--- src/rtl/pgbs_ram.sv ---
module pgbs_ram #(
  parameter int WIDTH = 8,
  parameter int DEPTH = 64
) (
  input  logic                     clk,
  input  logic                     wr_en,
  input  logic [$clog2(DEPTH)-1:0] wr_addr,
  input  logic [WIDTH-1:0]         wr_data,
  input  logic [$clog2(DEPTH)-1:0] rd_addr,
  output logic [WIDTH-1:0]         rd_data
);

  logic [WIDTH-1:0] mem [DEPTH];
  logic [WIDTH-1:0] rd_data_r;

  always_ff @(posedge clk) begin
    if (wr_en) begin
      mem[wr_addr] <= wr_data;
    end
    rd_data_r <= mem[rd_addr];
  end

  assign rd_data = rd_data_r;

endmodule

--- config.mk ---
export PLATFORM = sky130hd
export DESIGN_NAME = pgbs_ram
export DESIGN_NICKNAME = d
export VERILOG_FILES = /design/src/rtl/pgbs_ram.sv
export SDC_FILE = /design/constraint.sdc
export NUM_CORES = 1
export LEC_CHECK = 0
export BUFFER_PORTS_ARGS = -buffer_cell sky130_fd_sc_hd__buf_2
export CORE_MARGIN = 8
export CORE_UTILIZATION = 41
export CTS_CLUSTER_DIAMETER = 100
export DETAILED_ROUTE_END_ITERATION = 8
export PLACE_DENSITY = 0.65
export SLEW_MARGIN = 20
export SYNTH_ARGS = -nofsm -noshare
export SYNTH_HDL_FRONTEND = slang
export SYNTH_SLANG_ARGS = --single-unit
export TNS_END_PERCENT = 100
--- constraint.sdc ---
create_clock -name clk -period 2.4 [get_ports clk]
set_clock_uncertainty 0.05 [all_clocks]
set_input_delay 0.48 -clock clk [delete_from_list [all_inputs] [get_ports clk]]
set_output_delay 0.48 -clock clk [all_outputs]
set_load 0.02 [all_outputs]
==> impl_metrics.env <==
export IMPL_outcome="complete, no violations"
export IMPL_dieHeight_um=238
export IMPL_final_antenna_net_count=0
export IMPL_vias_per_cell=5.49
export IMPL_synth_area_per_cell_um2=21.5
export IMPL_grt_pass1_wl_mm=68.2
export IMPL_ys_flop_type="edfxtp_1"
export IMPL_post_cts_repair_setup_buffers=0
export IMPL_ctsHoldBuffers=0
export IMPL_drc=0
export IMPL_yosys_register_bits=520
export IMPL_cap_violations=0
export IMPL_cts_tree="done"
export IMPL_gp_congestion=0.827
export IMPL_drt_iter0_markers=1017
export IMPL_grt_util_all_layers_pct=16.2
export IMPL_diodes=0
export IMPL_async_reset_ff_share_pct=0
export IMPL_clock_latency_ns=0.59
export IMPL_final_cell_count_no_fill=1819
export IMPL_overflow=0
export IMPL_syn_nets=962
export IMPL_critical_path_class="in -> reg"
export IMPL_cts_resized=0
export IMPL_slew_headroom_pct=49.8
export IMPL_ios=30
export IMPL_dp_cells=1729
export IMPL_drv_slew=0
export IMPL_synthToLayoutAreaGrowth_pct=17.7
export IMPL_syn_area_um2=20200
export IMPL_initial_utilization_pct=41.4
export IMPL_final_hold_viol_count=0
export IMPL_synth_edf_count=512
export IMPL_ys_seq_area_share_pct=77.0
export IMPL_wl_mm=45.3
export IMPL_cts_sinks=520
export IMPL_first_pass_iters=5
export IMPL_rsz0062_at_grt="no"
export IMPL_clk_path_buf_depth=3
export IMPL_start_kind="input port"
export IMPL_grt_max_degree=65
export IMPL_dieArea_um2=56500
export IMPL_cp_max_fo=20
export IMPL_fin_crit_sh_pct=93.6
export IMPL_cp_end_kind="flop"
export IMPL_die_w_um=238
export IMPL_synth_common_cells="edfxtp_1, mux4_2, nor2_1, mux2i_1, nand2_1"
export IMPL_place_port_buffers=29
export IMPL_rows=81
export IMPL_grt_antenna_before_repair=1
export IMPL_hold_class="in -> reg"
export IMPL_cts_made_buffers=50
export IMPL_post_route_min_period_ns=2.25
export IMPL_grt_pass1_vias=10300
export IMPL_dpl_hpwl_mm=29.6
export IMPL_yosysTopAreaCell="edfxtp_1"
export IMPL_worstMarginPinSlew_ns=0.753
export IMPL_htreeDepth=2
export IMPL_wl_per_cell_um=24.9
export IMPL_fmax_mhz=445
export IMPL_p_total_uw=18700
export IMPL_dr_total_vias=9982
export IMPL_final_nets=1139
export IMPL_powerDensity_nw_per_um2=786
export IMPL_core_region_area_um2=48700
export IMPL_setup_viol=0
export IMPL_crit_required_ns=2.80
export IMPL_vdd_drop_max_mv=0.519
export IMPL_synthTopCellsByArea="edfxtp_1, mux4_2, nor2_1"
export IMPL_synth_most_common_cell="edfxtp_1"
export IMPL_synth_top_area_share_pct=76.2
export IMPL_yosysWarnings=0
export IMPL_p_leak_uw=0.00770
export IMPL_synth_distinct_cells=40
export IMPL_crit_arrival_ns=2.64
export IMPL_cts_root_buf="clkbuf_16"
export IMPL_drive_gt1_share_pct=33.9
export IMPL_syn_inst=940
export IMPL_clk_pin_slew_ns=0.06
[through the flow]
| stage | hold slack [ns] | worst slack, ns | utilization, % | TNS, ns | instance area (um^2) |
|---|---|---|---|---|---|
| detailed placement | 0.754 | -0.528 | 45.5 | -2.13 | 22200 |
| CTS | 0.246 | 0.0939 | 48.7 | 0 | 23700 |
| finish | 0.299 | 0.154 | 48.7 | 0 | 23700 |
| floorplan | 0.529 | 0.202 | - | 0 | 20200 |
| global placement | 0.736 | -0.469 | 45.5 | -1.97 | 22200 |
| global route | 0.297 | 0.0612 | 48.7 | 0 | 23700 |
[where the power goes]
group	switching [uW]	leakage, uW	internal, uW	total, uW
logic	611	0.00224	445	1060
clock network	3240	0.000786	4290	7530
registers	33.9	0.00467	10000	10100
total	3880	0.00770	14800	18700
[worst max-delay path: stages]
cell and delay, ns:
clkbuf_8 0.29, buf_4 0.25, mux4_2 0.49, nor2b_1 0.14, a2111oi_0 0.65, buf_4 0.23, o41ai_1 0.08
[area by class of cell]
| cell class | instances | area (um^2) |
|---|---|---|
| clock buffer | 55 | 1290 |
| clock inverter | 35 | 265 |
| fill | 3943 | 25000 |
| multi-input combinational | 369 | 4320 |
| sequential | 520 | 15500 |
| tap | 664 | 831 |
| timing repair buffer | 176 | 1500 |
[metal layers]
| layer | vias to the layer above | wire length, um | global-route usage [%] |
|---|---|---|---|
| met2 | 354 | 21700 | 26.3 |
| met5 | - | 13 | 0 |
| li1 | 4276 | - | - |
| met4 | 2 | 925 | 4.04 |
| met3 | 65 | 3430 | 3.78 |
| met1 | 5285 | 19200 | 22.1 |
[cells by family (layout without fill, tap and decap cells)]
logic type             Yosys count  after routing  synth area share (%)
AO/OA/AOI/OAI                   54             54                  2.07
buffers and inverters           51            266                  1.57
flip-flops                     520            520                  77.0
multiplexers                   162            162                  15.9
AND/OR/NAND/NOR                153            153                  3.39
[sequential cells by signal, summed over array words and instances, names as in the netlist]
name,cells
mem,512
rd_data,8
[cell usage in the layout, fill, tap and decap left out, types with 11 or more instances in the layout]
cell type and instances:
mux4_2 126, nor2_1 83, buf_4 130, nor2b_1 14
buf_12 19, mux2i_1 23, buf_2 26, edfxtp_1 512
clkinv_2 19, nand3_1 13, clkbuf_16 51, mux2_2 13
nand2_1 19, clkinv_1 11
[path summary, 6_finish.rpt]
check                            end  cells past startpoint            startpoint  slack [ns]
hold reg to reg   rd_data[1]$_DFF_P_                      4  mem[23][1]$_DFFE_PP_        0.77
hold / removal    rd_data[4]$_DFF_P_                      3            rd_addr[5]        0.30
setup / recovery  rd_data[3]$_DFF_P_                      7            rd_addr[0]        0.15
setup reg to reg  rd_data[3]$_DFF_P_                      5   mem[0][3]$_DFFE_PP_        0.30
No activity file was read; power rests on OpenSTA's default activity.
