<file path="src/rtl/pgbs_pkg.sv">
package pgbs_pkg;

  localparam int DEF_CAPACITY = 64;
  localparam int CRD_W = 16;
  localparam int SCORE_W = 16;
  localparam int CLASS_W = 8;
  localparam int GEO_W = 4 * CRD_W;
  localparam int KEY_W = CLASS_W + SCORE_W;
  localparam int DATA_W = GEO_W + KEY_W;
  localparam logic [15:0] THR_RESET = 16'd29491;
  localparam int IOU_LAT = 6;

  typedef enum logic [3:0] {
    ST_LOAD,
    ST_SORT_START,
    ST_SORT_NEW,
    ST_SORT_STEP,
    ST_SORT_CMP,
    ST_SUP_START,
    ST_SUP_A,
    ST_SUP_AG,
    ST_SUP_K,
    ST_SUP_B,
    ST_SUP_BG,
    ST_SUP_WAIT,
    ST_SUP_KEEP,
    ST_FLUSH
  } state_t;

  typedef struct packed {
    logic done;
    logic hit;
  } iou_res_t;

  function automatic logic ranks_before(logic [KEY_W-1:0] x, logic [KEY_W-1:0] y);
    logic [CLASS_W-1:0] cx_v;
    logic [CLASS_W-1:0] cy_v;
    cx_v = x[KEY_W-1:SCORE_W];
    cy_v = y[KEY_W-1:SCORE_W];
    if (cx_v != cy_v) begin
      return cx_v < cy_v;
    end
    return x[SCORE_W-1:0] > y[SCORE_W-1:0];
  endfunction

endpackage

</file>
<file path="src/rtl/pgbs_iou.sv">
module pgbs_iou (
  input  logic                      clk,
  input  logic                      rst_n,
  input  logic                      start,
  input  logic [pgbs_pkg::GEO_W-1:0] geo_a,
  input  logic [pgbs_pkg::GEO_W-1:0] geo_b,
  input  logic [15:0]               thr,
  output pgbs_pkg::iou_res_t        res
);
  import pgbs_pkg::*;

  logic [IOU_LAT-1:0] vld_r;
  logic signed [18:0] l1, r1, t1, d1, l2, r2, t2, d2;
  logic signed [18:0] il_r, ir_r, it_r, id_r;
  logic [31:0] aa_r, ab_r;
  logic ok_r, ok2_r, ok3_r, ok4_r, hit_r;
  logic [16:0] iw_r, ih_r;
  logic [32:0] asum_r, asum2_r;
  logic [33:0] inter_r, inter3_r, inter4_r;
  logic [34:0] uni_r;
  logic [50:0] prod_r;
  logic signed [18:0] iw_s, ih_s;

  function automatic logic signed [18:0] dbl(logic [15:0] v);
    return signed'({2'b00, v, 1'b0});
  endfunction

  function automatic logic signed [18:0] ext(logic [15:0] v);
    return signed'({3'b000, v});
  endfunction

  always_comb begin
    l1 = dbl(geo_a[15:0]) - ext(geo_a[47:32]);
    r1 = dbl(geo_a[15:0]) + ext(geo_a[47:32]);
    t1 = dbl(geo_a[31:16]) - ext(geo_a[63:48]);
    d1 = dbl(geo_a[31:16]) + ext(geo_a[63:48]);
    l2 = dbl(geo_b[15:0]) - ext(geo_b[47:32]);
    r2 = dbl(geo_b[15:0]) + ext(geo_b[47:32]);
    t2 = dbl(geo_b[31:16]) - ext(geo_b[63:48]);
    d2 = dbl(geo_b[31:16]) + ext(geo_b[63:48]);
    iw_s = ir_r - il_r;
    ih_s = id_r - it_r;
  end

  always_ff @(posedge clk) begin
    if (!rst_n) begin
      vld_r <= '0;
    end else begin
      vld_r <= {vld_r[IOU_LAT-2:0], start};
    end
    il_r     <= (l1 > l2) ? l1 : l2;
    ir_r     <= (r1 < r2) ? r1 : r2;
    it_r     <= (t1 > t2) ? t1 : t2;
    id_r     <= (d1 < d2) ? d1 : d2;
    aa_r     <= geo_a[47:32] * geo_a[63:48];
    ab_r     <= geo_b[47:32] * geo_b[63:48];
    ok_r     <= (il_r <= ir_r) && (it_r <= id_r);
    iw_r     <= iw_s[16:0];
    ih_r     <= ih_s[16:0];
    asum_r   <= {1'b0, aa_r} + {1'b0, ab_r};
    inter_r  <= iw_r * ih_r;
    asum2_r  <= asum_r;
    ok2_r    <= ok_r;
    uni_r    <= {asum2_r, 2'b00} - {1'b0, inter_r};
    inter3_r <= inter_r;
    ok3_r    <= ok2_r;
    prod_r   <= thr * uni_r;
    inter4_r <= inter3_r;
    ok4_r    <= ok3_r;
    hit_r    <= ok4_r && ({1'b0, inter4_r, 16'h0000} > prod_r);
  end

  assign res.done = vld_r[IOU_LAT-1];
  assign res.hit  = hit_r;

endmodule

</file>
<file path="config.mk">
export PLATFORM = sky130hd
export DESIGN_NAME = pgbs_iou
export DESIGN_NICKNAME = d
export VERILOG_FILES = /design/src/rtl/pgbs_pkg.sv /design/src/rtl/pgbs_iou.sv
export SDC_FILE = /design/constraint.sdc
export NUM_CORES = 2
export LEC_CHECK = 0
export BUFFER_PORTS_ARGS = -buffer_cell sky130_fd_sc_hd__buf_2
export CAP_MARGIN = 5
export CORE_ASPECT_RATIO = 1.1
export CORE_MARGIN = 8
export CORE_UTILIZATION = 60
export CTS_BUF_LIST = sky130_fd_sc_hd__clkbuf_2 sky130_fd_sc_hd__clkbuf_4 sky130_fd_sc_hd__clkbuf_8
export CTS_CLUSTER_SIZE = 16
export DETAILED_ROUTE_END_ITERATION = 10
export PLACE_DENSITY = 0.88
export SLEW_MARGIN = 0
export SYNTH_ARGS = -nofsm -noshare
export SYNTH_HDL_FRONTEND = slang
export SYNTH_SLANG_ARGS = --single-unit
</file>
<file path="constraint.sdc">
create_clock -name clk -period 7.2 [get_ports clk]
set_input_delay 1.08 -clock clk [delete_from_list [all_inputs] [get_ports clk]]
set_output_delay 1.08 -clock clk [all_outputs]
set_load 0.005 [all_outputs]
</file>
==> metrics.md <==
| Metric | Value |
|---|---|
| First-pass GRT wire length | `296,000 µm` |
| Design Area, Final | `0.0716 mm²` |
| Crit end category | `flip-flop` |
| Synthesized area per cell | `8.77 µm²` |
| Clock-pin slew on the worst setup and hold paths | `0.07 ns` |
| Synth area leaders | `fa_1 (33%), ha_1 (15%), dfxtp_1 (13%)` |
| Status | `finished clean` |
| Grt total ovfl | `0` |
| Slew HR | `28.5%` |
| Critical path class | `reg2reg` |
| Hold_buf cts | `0` |
| Area Growth Syn to Fin | `8.14%` |
| Final net count | `9,815` |
| Area after DPL | `0.0700 mm²` |
| Sequential share of the synthesized area | `13.1%` |
| CTS Buf Count | `70` |
| Hpwl dp | `155,000 µm` |
| Min-delay src | `ok_r$_DFF_P_` |
| Yosys Warn Count | `0` |
| Die Span X | `333 µm` |
| Detailed-route via count | `52,900` |
| Final setup TNS | `0 ns` |
| Async S/R FF share, synth | `0%` |
| Final core occ | `65.0%` |
| Worst skew pair latency | `0.71 ns` |
| CP Launch Point | `ih_r[3]$_DFF_P_` |
| Post-synth top flop | `dfxtp_1` |
| Final Hold Fails | `0` |
| Port buffer count | `148` |
| Crit path required time | `7.75 ns` |
| Final ANT Viol Nets | `0` |
| Share of the synthesized area in the top cell type | `32.7%` |
| Area of the mapped netlist | `0.0662 mm²` |
| Wirelength per Cell | `19.8 µm` |
| Seq cells post-synth | `434` |
| Worst Path Arrival | `7.53 ns` |
| Final Setup Violations | `0` |
| Worst R2R Start | `ih_r[3]$_DFF_P_` |
| Die Footprint | `0.121 mm²` |
| Max-cap violations | `0` |
| Actual slew at the worst max-slew pin | `1.06 ns` |
| H-tree depth | `3` |
| TritonRoute pass-1 iters | `8` |
| Vias in the first global route | `57,000` |
| Number of enable-type register cells in the synthesized netlist | `0` |
| Std-Cell Rows | `128` |
| Starting DRC count in detailed routing | `4,334` |
| Initial Utilization | `60.1%` |
| Final period utilization | `96.8%` |
| CTS tree | `yes` |
| Crit-path max FO | `17` |
| Root Driver | `clkbuf_8` |
| Netlist cell types | `85` |
| Syn_nets | `9,576` |
| I/O pins | `149` |
| Gpl congestion | `1.02` |
| Critical Path Start Type | `flip-flop` |
| Clk sink count | `434` |
| Vias/cell | `5.70` |
| Hold Path Class | `reg2reg` |
| Layout cells sized above 1 | `7.74%` |
| # DRC | `0` |
| Slew Viols, Final | `0` |
| Final WL | `184,000 µm` |
| Die Span Y | `364 µm` |
| Largest net degree at the start of global routing | `36` |
| Post-Synthesis Cells | `7,548` |
| All-Layer GR Usage | `30.4%` |
| Antenna violations before repair | `9` |
| Top cell type by total area after synthesis | `fa_1` |
| CTS max path bufs | `3` |
| Total core area | `0.110 mm²` |
| Worst Hold Slack | `0.304 ns` |
| Peak Freq | `0.143 GHz` |
| Minimum clock period after layout | `6.97 ns` |
| Worst Clk Skew | `0.0619 ns` |
## routing by layer
layer / vias to the layer above / track usage (%) / wire length, µm
met4: 4 / 17.0 / 11900
met5: - / 0 / 27
met1: 26000 / 35.6 / 68600
met3: 683 / 4.68 / 13600
met2: 2447 / 53.4 / 90100
li1: 23700 / - / -
## Yosys cell counts, types with 47 or more instances
cell type / count
inv_1: 1587
fa_1: 1083
nand2_1: 992
ha_1: 798
dfxtp_1: 434
and2_1: 358
nor2_1: 356
a21oi_1: 310
clkbuf_1: 253
xnor2_1: 229
a21o_1: 156
o21ai_0: 136
xor2_1: 98
nor2b_1: 55
o21bai_1: 54
o21a_1: 50
mux2i_1: 47
## what timing repair did
action	CTS	global route
endpoints found under the setup margin	0	2
gates resized for setup	0	3
setup buffers	0	0
## per-stage QoR
stage | setup WS (ns) | std cells
after floorplan | 0.0151 | 7548
after global placement | -0.00636 | 9145
after detailed placement | -0.0970 | 9145
after CTS | 0.359 | 9272
after global routing | -0.0328 | 9273
final | 0.229 | 9278
## logic make-up after synthesis
group	count (synthesis)	share of synthesized area, %
AND/OR/NAND/NOR	2031	14.0
AO/OA/AOI/OAI	959	9.30
XOR/XNOR	327	4.32
buffers and inverters	1860	10.6
flip-flops	434	13.1
adder cells (fa/ha/maj)	1881	47.8
multiplexers	56	0.863
## flip-flops by register name, summed over array words and instances (netlist names), 6 cells and up
| register | cells |
|---|---|
| prod_r | 51 |
| uni_r | 35 |
| inter4_r | 34 |
| inter_r | 34 |
| asum2_r | 33 |
| asum_r | 33 |
| inter3_r | 33 |
| aa_r | 32 |
| ab_r | 32 |
| id_r | 18 |
| il_r | 18 |
| ir_r | 18 |
| it_r | 18 |
| ih_r | 17 |
| iw_r | 17 |
| vld_r | 6 |
## layout by cell type, fill, tap and decap left out, types with 19 or more instances in the layout
master	n
a21o_1	156
o21ai_0	136
nand2_1	992
a21oi_1	310
nor2_1	356
nand3_1	45
ha_1	798
nand4_1	37
mux2i_1	47
buf_2	148
inv_1	1587
and2_1	358
o21bai_1	54
clkbuf_8	94
dfxtp_1	431
a211oi_1	27
fa_1	1083
a31oi_1	24
o211ai_1	19
buf_4	274
nor2b_1	55
o21a_1	50
o21ai_1	40
xnor2_1	229
xor2_1	98
nand2b_1	45
and3_1	34
nor3_1	46
## area by class of cell
type,instances,area [µm²]
antenna,6,15.0
clock buffer,103,1360
clock inverter,24,280
fill,8648,38600
inverter,1599,6000
multi-input combinational,5254,50600
sequential,434,8690
tap,1430,1790
timing repair buffer,428,2920
## path summary, 6_finish.rpt
check / slack [ns] / depth (start not counted) / end
max: 0.23 / 19 / inter_r[28]$_DFF_P_
min: 0.30 / 0 / ok2_r$_DFF_P_
max reg2reg: 0.23 / 19 / inter_r[28]$_DFF_P_
min reg2reg: 0.30 / 0 / ok2_r$_DFF_P_
## critical path, stage by stage (launching register included)
cell and delay, ns:
dfxtp_1 0.92, nand2_1 0.16, fa_1 0.55, inv_1 0.05, fa_1 0.51, fa_1 0.53
inv_1 0.06, fa_1 0.55, inv_1 0.05, fa_1 0.51, fa_1 0.45, ha_1 0.41
and3_1 0.28, nand2_1 0.08, o311a_1 0.32, o41ai_1 0.59, a41o_1 0.32, or2_1 0.20
a31oi_1 0.12, xnor2_1 0.15
Power is not shown: default switching activity piles up to over one toggle a cycle in this logic, so the estimate is an artifact.
